<file path="src/rtl/tsm_pkg.sv">
// shared types and constants of the square tone mixer
package tsm_pkg;

  localparam int CFG_IDX_W     = 3;
  localparam int NUM_HALF_REGS = 4;

  localparam logic [CFG_IDX_W-1:0] REG_TICK_MODE       = 3'd0;
  localparam logic [CFG_IDX_W-1:0] REG_ACTIVE_CHANNELS = 3'd1;
  localparam logic [CFG_IDX_W-1:0] REG_HALF_BASE       = 3'd2;

  localparam logic [1:0] MODE_NORMAL     = 2'd0;
  localparam logic [1:0] MODE_FULL       = 2'd1;
  localparam logic [1:0] MODE_NORMAL_SIL = 2'd2;
  localparam logic [1:0] MODE_FULL_SIL   = 2'd3;

  localparam logic [1:0] TICK_MODE_RESET = MODE_FULL;
  localparam logic [2:0] ACTIVE_RESET    = 3'd4;

  typedef struct packed {
    logic                 en;
    logic [CFG_IDX_W-1:0] index;
    logic [31:0]          data;
  } cfg_wr_t;

  typedef struct packed {
    logic        en;
    logic [31:0] ref_time;
  } svc_t;

endpackage

</file>
<file path="src/rtl/multichannel_square_tone_mixer.sv">
// Square tone mixer: one request per tick carrying the microsecond time; each tick
// produces the pin writes of the selected mode (full sweep or round-robin, with or
// without low writes for silent channels), the final write of a tick marked by tlast.
// One shared deadline compare and add unit services one channel per cycle unless the
// output stalls; sweep modes visit the n channels in use, then make the final write;
// plain round-robin hunts for the next active channel, round-robin with silence
// writes the next channel. Input ready is held low until the tick is done.
module multichannel_square_tone_mixer import tsm_pkg::*; #(
  parameter int NUM_CHANNELS = 4
) (
  input  logic                 clk,
  input  logic                 rst,
  input  logic                 cfg_valid,
  output logic                 cfg_ready,
  input  logic [CFG_IDX_W-1:0] cfg_index,
  input  logic [31:0]          cfg_data,
  input  logic                 s_tvalid,
  output logic                 s_tready,
  input  logic [31:0]          s_tdata,   // now_us
  output logic                 m_tvalid,
  input  logic                 m_tready,
  output logic [7:0]           m_tdata,   // pin_level, zero fill
  output logic                 m_tlast
);

  localparam int CH_W = (NUM_CHANNELS > 1) ? $clog2(NUM_CHANNELS) : 1;

  logic [1:0]      tick_mode;
  logic [2:0]      active_channels;
  cfg_wr_t         cfg;
  svc_t            svc;
  logic [CH_W-1:0] sel;
  logic            sel_active;
  logic            sel_level;

  assign cfg_ready = !rst;
  assign cfg.en    = cfg_valid;
  assign cfg.index = cfg_index;
  assign cfg.data  = cfg_data;

  always_ff @(posedge clk) begin
    if (rst) begin
      tick_mode       <= TICK_MODE_RESET;
      active_channels <= ACTIVE_RESET;
    end else if (cfg_valid) begin
      if (cfg_index == REG_TICK_MODE) begin
        tick_mode <= cfg_data[1:0];
      end
      if (cfg_index == REG_ACTIVE_CHANNELS) begin
        active_channels <= cfg_data[2:0];
      end
    end
  end

  tsm_chan #(
    .NUM_CHANNELS(NUM_CHANNELS)
  ) u_chan (
    .clk       (clk),
    .rst       (rst),
    .cfg       (cfg),
    .sel       (sel),
    .svc       (svc),
    .sel_active(sel_active),
    .sel_level (sel_level)
  );

  tsm_ctrl #(
    .NUM_CHANNELS(NUM_CHANNELS)
  ) u_ctrl (
    .clk            (clk),
    .rst            (rst),
    .tick_mode      (tick_mode),
    .active_channels(active_channels),
    .s_tvalid       (s_tvalid),
    .s_tready       (s_tready),
    .s_tdata        (s_tdata),
    .m_tvalid       (m_tvalid),
    .m_tready       (m_tready),
    .m_tdata        (m_tdata),
    .m_tlast        (m_tlast),
    .sel            (sel),
    .svc            (svc),
    .sel_active     (sel_active),
    .sel_level      (sel_level)
  );

endmodule

</file>
<file path="src/rtl/tsm_chan.sv">
// per-channel tone state with the shared deadline compare and add unit
module tsm_chan import tsm_pkg::*; #(
  parameter int NUM_CHANNELS = 4,
  localparam int CH_W = (NUM_CHANNELS > 1) ? $clog2(NUM_CHANNELS) : 1
) (
  input  logic            clk,
  input  logic            rst,
  input  cfg_wr_t         cfg,
  input  logic [CH_W-1:0] sel,
  input  svc_t            svc,
  output logic            sel_active,
  output logic            sel_level
);

  logic [31:0]             half_period [NUM_CHANNELS];
  logic [31:0]             deadline [NUM_CHANNELS];
  logic [NUM_CHANNELS-1:0] levels;

  logic [31:0] sel_half;
  logic [31:0] sel_deadline;
  logic        fire;
  logic [31:0] new_deadline;

  for (genvar k = 0; k < NUM_CHANNELS; k++) begin : g_half
    if (k < NUM_HALF_REGS) begin : g_reg
      always_ff @(posedge clk) begin
        if (rst) begin
          half_period[k] <= '0;
        end else if (cfg.en && cfg.index == REG_HALF_BASE + CFG_IDX_W'(k)) begin
          half_period[k] <= cfg.data;
        end
      end
    end else begin : g_none
      assign half_period[k] = '0;
    end
  end

  // shared unit: one channel serviced per cycle while svc.en is set
  assign sel_half     = half_period[sel];
  assign sel_deadline = deadline[sel];
  assign fire         = sel_deadline <= svc.ref_time;
  assign new_deadline = svc.ref_time + sel_half;
  assign sel_active   = sel_half != '0;
  assign sel_level    = levels[sel];

  always_ff @(posedge clk) begin
    if (rst) begin
      levels <= '0;
      for (int i = 0; i < NUM_CHANNELS; i++) begin
        deadline[i] <= '0;
      end
    end else if (svc.en && fire) begin
      levels[sel]   <= ~levels[sel];
      deadline[sel] <= new_deadline;
    end
  end

endmodule

</file>
<file path="src/rtl/tsm_ctrl.sv">
// tick sequencer: sweep and round-robin walk over channels, output register
module tsm_ctrl import tsm_pkg::*; #(
  parameter int NUM_CHANNELS = 4,
  localparam int CH_W = (NUM_CHANNELS > 1) ? $clog2(NUM_CHANNELS) : 1
) (
  input  logic            clk,
  input  logic            rst,
  input  logic [1:0]      tick_mode,
  input  logic [2:0]      active_channels,
  input  logic            s_tvalid,
  output logic            s_tready,
  input  logic [31:0]     s_tdata,
  output logic            m_tvalid,
  input  logic            m_tready,
  output logic [7:0]      m_tdata,
  output logic            m_tlast,
  output logic [CH_W-1:0] sel,
  output svc_t            svc,
  input  logic            sel_active,
  input  logic            sel_level
);

  localparam int CNT_W = CH_W + 1;

  typedef enum logic [3:0] {
    ST_IDLE  = 4'b0001,
    ST_SWEEP = 4'b0010,
    ST_FINAL = 4'b0100,
    ST_HUNT  = 4'b1000
  } state_t;

  state_t           state, state_next;
  logic [31:0]      now_t, now_t_next;
  logic [31:0]      latched, latched_next;
  logic [CH_W-1:0]  ptr, ptr_next;
  logic [CH_W-1:0]  idx, idx_next;
  logic [CNT_W-1:0] tries, tries_next;
  logic             out_valid;
  logic             out_level;
  logic             out_last;

  logic [CNT_W-1:0] n;
  logic             full;
  logic             silent_low;
  logic             can_emit;
  logic [CNT_W-1:0] adv_inc;
  logic             wrap;
  logic [CH_W-1:0]  adv_ptr;
  logic             emit;
  logic             emit_level;
  logic             emit_last;

  always_comb begin
    if (active_channels == 3'd0) begin
      n = CNT_W'(1);
    end else if ({1'b0, active_channels} > 4'(NUM_CHANNELS)) begin
      n = CNT_W'(NUM_CHANNELS);
    end else begin
      n = CNT_W'(active_channels);
    end
  end

  assign full       = (tick_mode == MODE_FULL) || (tick_mode == MODE_FULL_SIL);
  assign silent_low = (tick_mode == MODE_NORMAL_SIL) || (tick_mode == MODE_FULL_SIL);
  assign can_emit   = !out_valid || m_tready;
  assign adv_inc    = {1'b0, ptr} + CNT_W'(1);
  assign wrap       = adv_inc >= n;
  assign adv_ptr    = wrap ? '0 : adv_inc[CH_W-1:0];
  assign sel        = (state == ST_HUNT) ? adv_ptr : idx;
  assign s_tready   = (state == ST_IDLE) && !rst;

  always_comb begin
    state_next   = state;
    now_t_next   = now_t;
    latched_next = latched;
    ptr_next     = ptr;
    idx_next     = idx;
    tries_next   = tries;
    emit         = 1'b0;
    emit_level   = 1'b0;
    emit_last    = 1'b0;
    svc.en       = 1'b0;
    svc.ref_time = latched;
    unique case (state)
      ST_IDLE: begin
        if (s_tvalid) begin
          now_t_next = s_tdata;
          if (full) begin
            latched_next = s_tdata;
            idx_next     = '0;
            state_next   = ST_SWEEP;
          end else begin
            tries_next = '0;
            state_next = ST_HUNT;
          end
        end
      end
      ST_SWEEP: begin
        if (can_emit || !(sel_active || silent_low)) begin
          if (sel_active || silent_low) begin
            emit       = 1'b1;
            emit_level = sel_active & sel_level;
            svc.en     = sel_active;
          end
          if ({1'b0, idx} == n - CNT_W'(1)) begin
            state_next = ST_FINAL;
          end else begin
            idx_next = idx + CH_W'(1);
          end
        end
      end
      ST_FINAL: begin
        if (can_emit) begin
          emit       = 1'b1;
          emit_last  = 1'b1;
          ptr_next   = '0;
          state_next = ST_IDLE;
        end
      end
      ST_HUNT: begin
        svc.ref_time = wrap ? now_t : latched;
        if (can_emit) begin
          ptr_next = adv_ptr;
          if (wrap) begin
            latched_next = now_t;
          end
          if (sel_active || silent_low) begin
            emit       = 1'b1;
            emit_level = sel_active & sel_level;
            emit_last  = 1'b1;
            svc.en     = sel_active;
            state_next = ST_IDLE;
          end else begin
            tries_next = tries + CNT_W'(1);
            if (tries == n) begin
              state_next = ST_IDLE;
            end
          end
        end
      end
      default: state_next = ST_IDLE;
    endcase
  end

  always_ff @(posedge clk) begin
    if (rst) begin
      state   <= ST_IDLE;
      latched <= '0;
      ptr     <= '0;
      idx     <= '0;
      tries   <= '0;
    end else begin
      state   <= state_next;
      latched <= latched_next;
      ptr     <= ptr_next;
      idx     <= idx_next;
      tries   <= tries_next;
    end
  end

  always_ff @(posedge clk) begin
    now_t <= now_t_next;
  end

  // output register
  always_ff @(posedge clk) begin
    if (rst) begin
      out_valid <= 1'b0;
    end else if (emit) begin
      out_valid <= 1'b1;
    end else if (m_tready) begin
      out_valid <= 1'b0;
    end
  end

  always_ff @(posedge clk) begin
    if (emit) begin
      out_level <= emit_level;
      out_last  <= emit_last;
    end
  end

  assign m_tvalid = out_valid;
  assign m_tdata  = {7'b0, out_level};
  assign m_tlast  = out_last;

endmodule
</file>
<file path="config.mk">
export PLATFORM = sky130hd
export DESIGN_NAME = multichannel_square_tone_mixer
export DESIGN_NICKNAME = d
export VERILOG_FILES = /design/src/rtl/tsm_pkg.sv /design/src/rtl/multichannel_square_tone_mixer.sv /design/src/rtl/tsm_chan.sv /design/src/rtl/tsm_ctrl.sv
export SDC_FILE = /design/constraint.sdc
export NUM_CORES = 1
export LEC_CHECK = 0
export BUFFER_PORTS_ARGS = -buffer_cell sky130_fd_sc_hd__buf_4
export CELL_PAD_IN_SITES_DETAIL_PLACEMENT = 1
export CELL_PAD_IN_SITES_GLOBAL_PLACEMENT = 2
export CORE_AREA = 5 5 150 295
export CTS_CLUSTER_SIZE = 25
export DETAILED_ROUTE_END_ITERATION = 8
export DIE_AREA = 0 0 155 300
export GPL_ROUTABILITY_DRIVEN = 0
export PLACE_DENSITY = 0.82
export SLEW_MARGIN = 25
export SYNTH_ARGS = -nofsm -noshare
export SYNTH_HDL_FRONTEND = slang
export SYNTH_SLANG_ARGS = --single-unit
</file>
<file path="constraint.sdc">
create_clock -name clk -period 21.5 [get_ports clk]
set_input_delay 4.3 -clock clk [delete_from_list [all_inputs] [get_ports clk]]
set_output_delay 4.3 -clock clk [all_outputs]
set_load 0.01 [all_outputs]
</file>
==> parameters.txt <==
Parameter                              Value

GRT
  GR Util met2 ... 47.4%
  GR met3 Demand/Resource ... 2.13%
  Final global-route overflow total ... 0
  Largest net degree at the start of global routing ... 69
  First-pass GRT wire length ... 85,300 µm
  Layer with the highest usage after global routing ... met2
  GRT Total Usage ... 24.0%
  Via count of the first global-routing pass ... 14.6k
  Met1 demand-to-capacity share in global routing ... 24.1%
  Number of antenna violations at the first check in global routing ... 0

Clock network
  Number of gates resized after CTS ... 0
  Worst-path clk slew ... 0.07 ns
  TritonCTS clock tree ... yes
  CTS sink count ... 343
  Clock Root Buffer ... sky130_fd_sc_hd__clkbuf_16
  H-tree Lvls ... 1
  Number of buffers added by the clock tree synthesis step ... 31
  Clock insertion delay at the later pin of the skew report ... 0.60 ns
  Post-CTS setup buffer count ... 0
  Maximum root-to-sink buffer count ... 3
  Hold buffer count at CTS ... 0

Final layout
  Number of antenna cells inserted ... 0
  Layout cell share with drive strength beyond 1 ... 12.5%
  Area growth from synthesis to final layout ... 11.7%
  Storage element area ... 9770 µm²
  Non-filler instance count after layout ... 2,383
  Number of nets in the final layout ... 1,961
  Footprint of the multi-input gates ... 7840 µm²
  Filler instances ... 4,659

Worst hold path
  Tightest Hold Check Type ... flop to flop

Drt
  Detailed-router iteration count before antenna repair ... 5
  Mean number of vias per cell ... 5.73
  Wirelength, routed ... 56,700 µm
  Per-cell routed wire length ... 23.8 µm
  Count of antenna-violating nets left after detailed routing ... 0
  Drt drc ... 0
  Total via count in the routed design ... 13.7k
  Number of DRC markers in iteration 0 ... 670

Timing
  Final setup violation count ... 0
  Worst clock skew ... 0.0184 ns
  Final Hold Fails ... 0
  Minimum period implied by the final worst setup slack ... 9.18 ns
  Max frequency ... 0.109 GHz
  Worst slew margin ... 28.7%
  RSZ-0062 raised after global routing ... no
  Pins over their slew limit ... 0
  Period Utilization, post-route ... 42.7%
  Worst-margin pin slew ... 1.06 ns
  Final setup TNS ... 0 ns

Power
  Combinational power share ... 16.8%
  Share of power burned in the clock network ... 35.2%
  Net switching fraction of the power ... 27.8%
  Total power divided by cell area ... 80.8 nW/µm²
  Total power of the final layout ... 0.00164 W
  Net switching power ... 0.000456 W
  Leakage power figure ... 8.30 nW
  Peak VDD IR ... 0.0000727 V
  Sequential cell fraction of total power ... 48.0%
  Internal power component ... 0.00118 W

Setup path
  Critical path start-end classification ... primary input to primary output
  Worst Path Max Fanout ... 24
  CP arrival ... 4.88 ns
  Startpoint type of the worst setup path ... primary input
  Capturing element type of the critical path ... primary output
  Data required, critical path ... 17.20 ns

Synth
  Fraction of registers with async set or reset after synthesis ... 0%
  Most numerous cell types in the synthesized netlist ... 290 x sky130_fd_sc_hd__edfxtp_1, 281 x sky130_fd_sc_hd__nand2_1, 233 x sky130_fd_sc_hd__nor2_1, 132 x sky130_fd_sc_hd__and2_1, 85 x sky130_fd_sc_hd__clkbuf_1
  Mapped Cells ... 1,789
  Predominant post-synthesis flop cell ... sky130_fd_sc_hd__edfxtp_1
  Synth Warn # ... 0
  Fraction of post-synthesis cell area in the top cell type by area ... 48.1%
  Number of enable flip-flop cells after synthesis ... 290
  Register area share after synthesis ... 53.9%
  Post-synthesis sequential element count ... 343
  Largest area contributor in the synthesized netlist ... sky130_fd_sc_hd__edfxtp_1
  Top post-synthesis cells by area ... sky130_fd_sc_hd__edfxtp_1 48%, sky130_fd_sc_hd__dfxtp_1 5.9%, sky130_fd_sc_hd__nand2_1 5.8%
  Top-count cell post-synth ... sky130_fd_sc_hd__edfxtp_1
  Post-synthesis cell area ... 18,100 µm²
  Count of different cell masters after synthesis ... 70
  Average cell area after synthesis ... 10.1 µm²

Run status
  Run status ... complete, no violations

Run
  Number of maximum-capacitance constraint violations ... 0

Floorplanning
  Die X ... 155 µm
  Initial core utilization ... 43.4%
  Core region area ... 41,800 µm²
  Die height ... 300 µm
  Floorplan row count ... 106
  DIE AREA ... 46,500 µm²
  Ports ... 84

Placed design
  DP Cell Count ... 2,326
  Count of buffers from port buffering ... 76
  Sum of net half-perimeters after detailed placement ... 39,400 µm
==> per-stage QoR <==
step | hold WS [ns] | util (%) | area (µm²) | setup WS (ns)
2_1_floorplan | 0.435 | - | 18100 | 12.21
3_3_place_gp | 0.444 | 46.0 | 19200 | 12.32
3_5_place_dp | 0.462 | 46.0 | 19200 | 12.32
4_1_cts | 0.471 | 48.4 | 20200 | 12.32
5_1_grt | 0.507 | 48.5 | 20200 | 12.29
6_report | 0.466 | 48.5 | 20200 | 12.32
==> power groups by stage <==
stage	clock network, W	logic, W	registers (W)
after detailed placement	0	0.000276	0.000800
after global routing	0.000612	0.000299	0.000789
after floorplan	0	0.000176	0.000792
after CTS	0.000588	0.000278	0.000785
after global placement	0	0.000270	0.000797
final	0.000576	0.000275	0.000785
==> layer usage <==
| metal | part of all wire (%) | up-vias |
|---|---|---|
| li1 | - | 6434 |
| met1 | 35 | 6851 |
| met2 | 56 | 263 |
| met3 | 2.9 | 106 |
| met4 | 6.1 | 0 |
| met5 | 0 | - |
==> path summary, 6_finish.rpt <==
| check | from | endpoint | slack, ns | depth (start not counted) |
|---|---|---|---|---|
| min | u_chan.levels[3] | u_chan.levels[3] | 0.47 | 2 |
| max | rst | cfg_ready | 12.32 | 3 |
| min reg2reg | u_chan.levels[3] | u_chan.levels[3] | 0.47 | 2 |
| max reg2reg | u_ctrl.ptr[0] | u_chan.deadline[1][1] | 13.92 | 21 |
==> worst max-delay path, stage by stage <==
cell                       delay, ns
sky130_fd_sc_hd__buf_4          0.27
sky130_fd_sc_hd__clkinv_1       0.14
sky130_fd_sc_hd__buf_4          0.16
==> sequential cells by signal, indices dropped and copies added (netlist names) <==
signal              count
active_channels         3
u_ctrl.idx              2
u_chan.deadline       128
u_ctrl.m_tlast          1
u_ctrl.out_level        1
u_ctrl.m_tvalid         1
u_ctrl.ptr              2
u_ctrl.tries            3
u_ctrl.now_t           32
u_ctrl.latched         32
tick_mode               2
u_chan.half_period    128
u_chan.levels           4
u_ctrl.state            4
==> layout by cell type, fill, tap and decap left out, types with 15 or more instances in the layout <==
cell type	n
sky130_fd_sc_hd__ha_1	69
sky130_fd_sc_hd__edfxtp_1	290
sky130_fd_sc_hd__and2_1	132
sky130_fd_sc_hd__inv_1	45
sky130_fd_sc_hd__nand2b_1	15
sky130_fd_sc_hd__nand3_1	20
sky130_fd_sc_hd__a31oi_1	65
sky130_fd_sc_hd__a21oi_1	80
sky130_fd_sc_hd__nor4_1	23
sky130_fd_sc_hd__a21o_1	28
sky130_fd_sc_hd__dfxtp_1	53
sky130_fd_sc_hd__o21ai_0	30
sky130_fd_sc_hd__xor2_1	18
sky130_fd_sc_hd__xnor2_1	17
sky130_fd_sc_hd__o221a_2	32
sky130_fd_sc_hd__nand2_1	281
sky130_fd_sc_hd__mux2_2	17
sky130_fd_sc_hd__nor2_1	233
sky130_fd_sc_hd__and3_1	62
sky130_fd_sc_hd__mux2i_1	32
sky130_fd_sc_hd__clkbuf_16	31
sky130_fd_sc_hd__buf_4	101
==> kinds of logic after synthesis <==
family,count (synthesis),synth area share [%]
simple gates,831,21.6
flops,343,53.9
compound gates,304,11.6
buf+inv,156,3.49
fa+ha+maj,70,4.88
mux,49,2.82
xor+xnor,35,1.69
other cells,1,0.0207
==> cell type report <==
type | count | share of cell area (%)
Sequential cell | 343 | 48.3
Multi-Input combinational cell | 1296 | 38.7
Clock buffer | 41 | 4.17
Timing Repair Buffer | 101 | 3.75
Tap cell | 540 | 3.34
Clock inverter | 16 | 0.927
Inverter | 46 | 0.853
(Power assumes the default switching activity.)
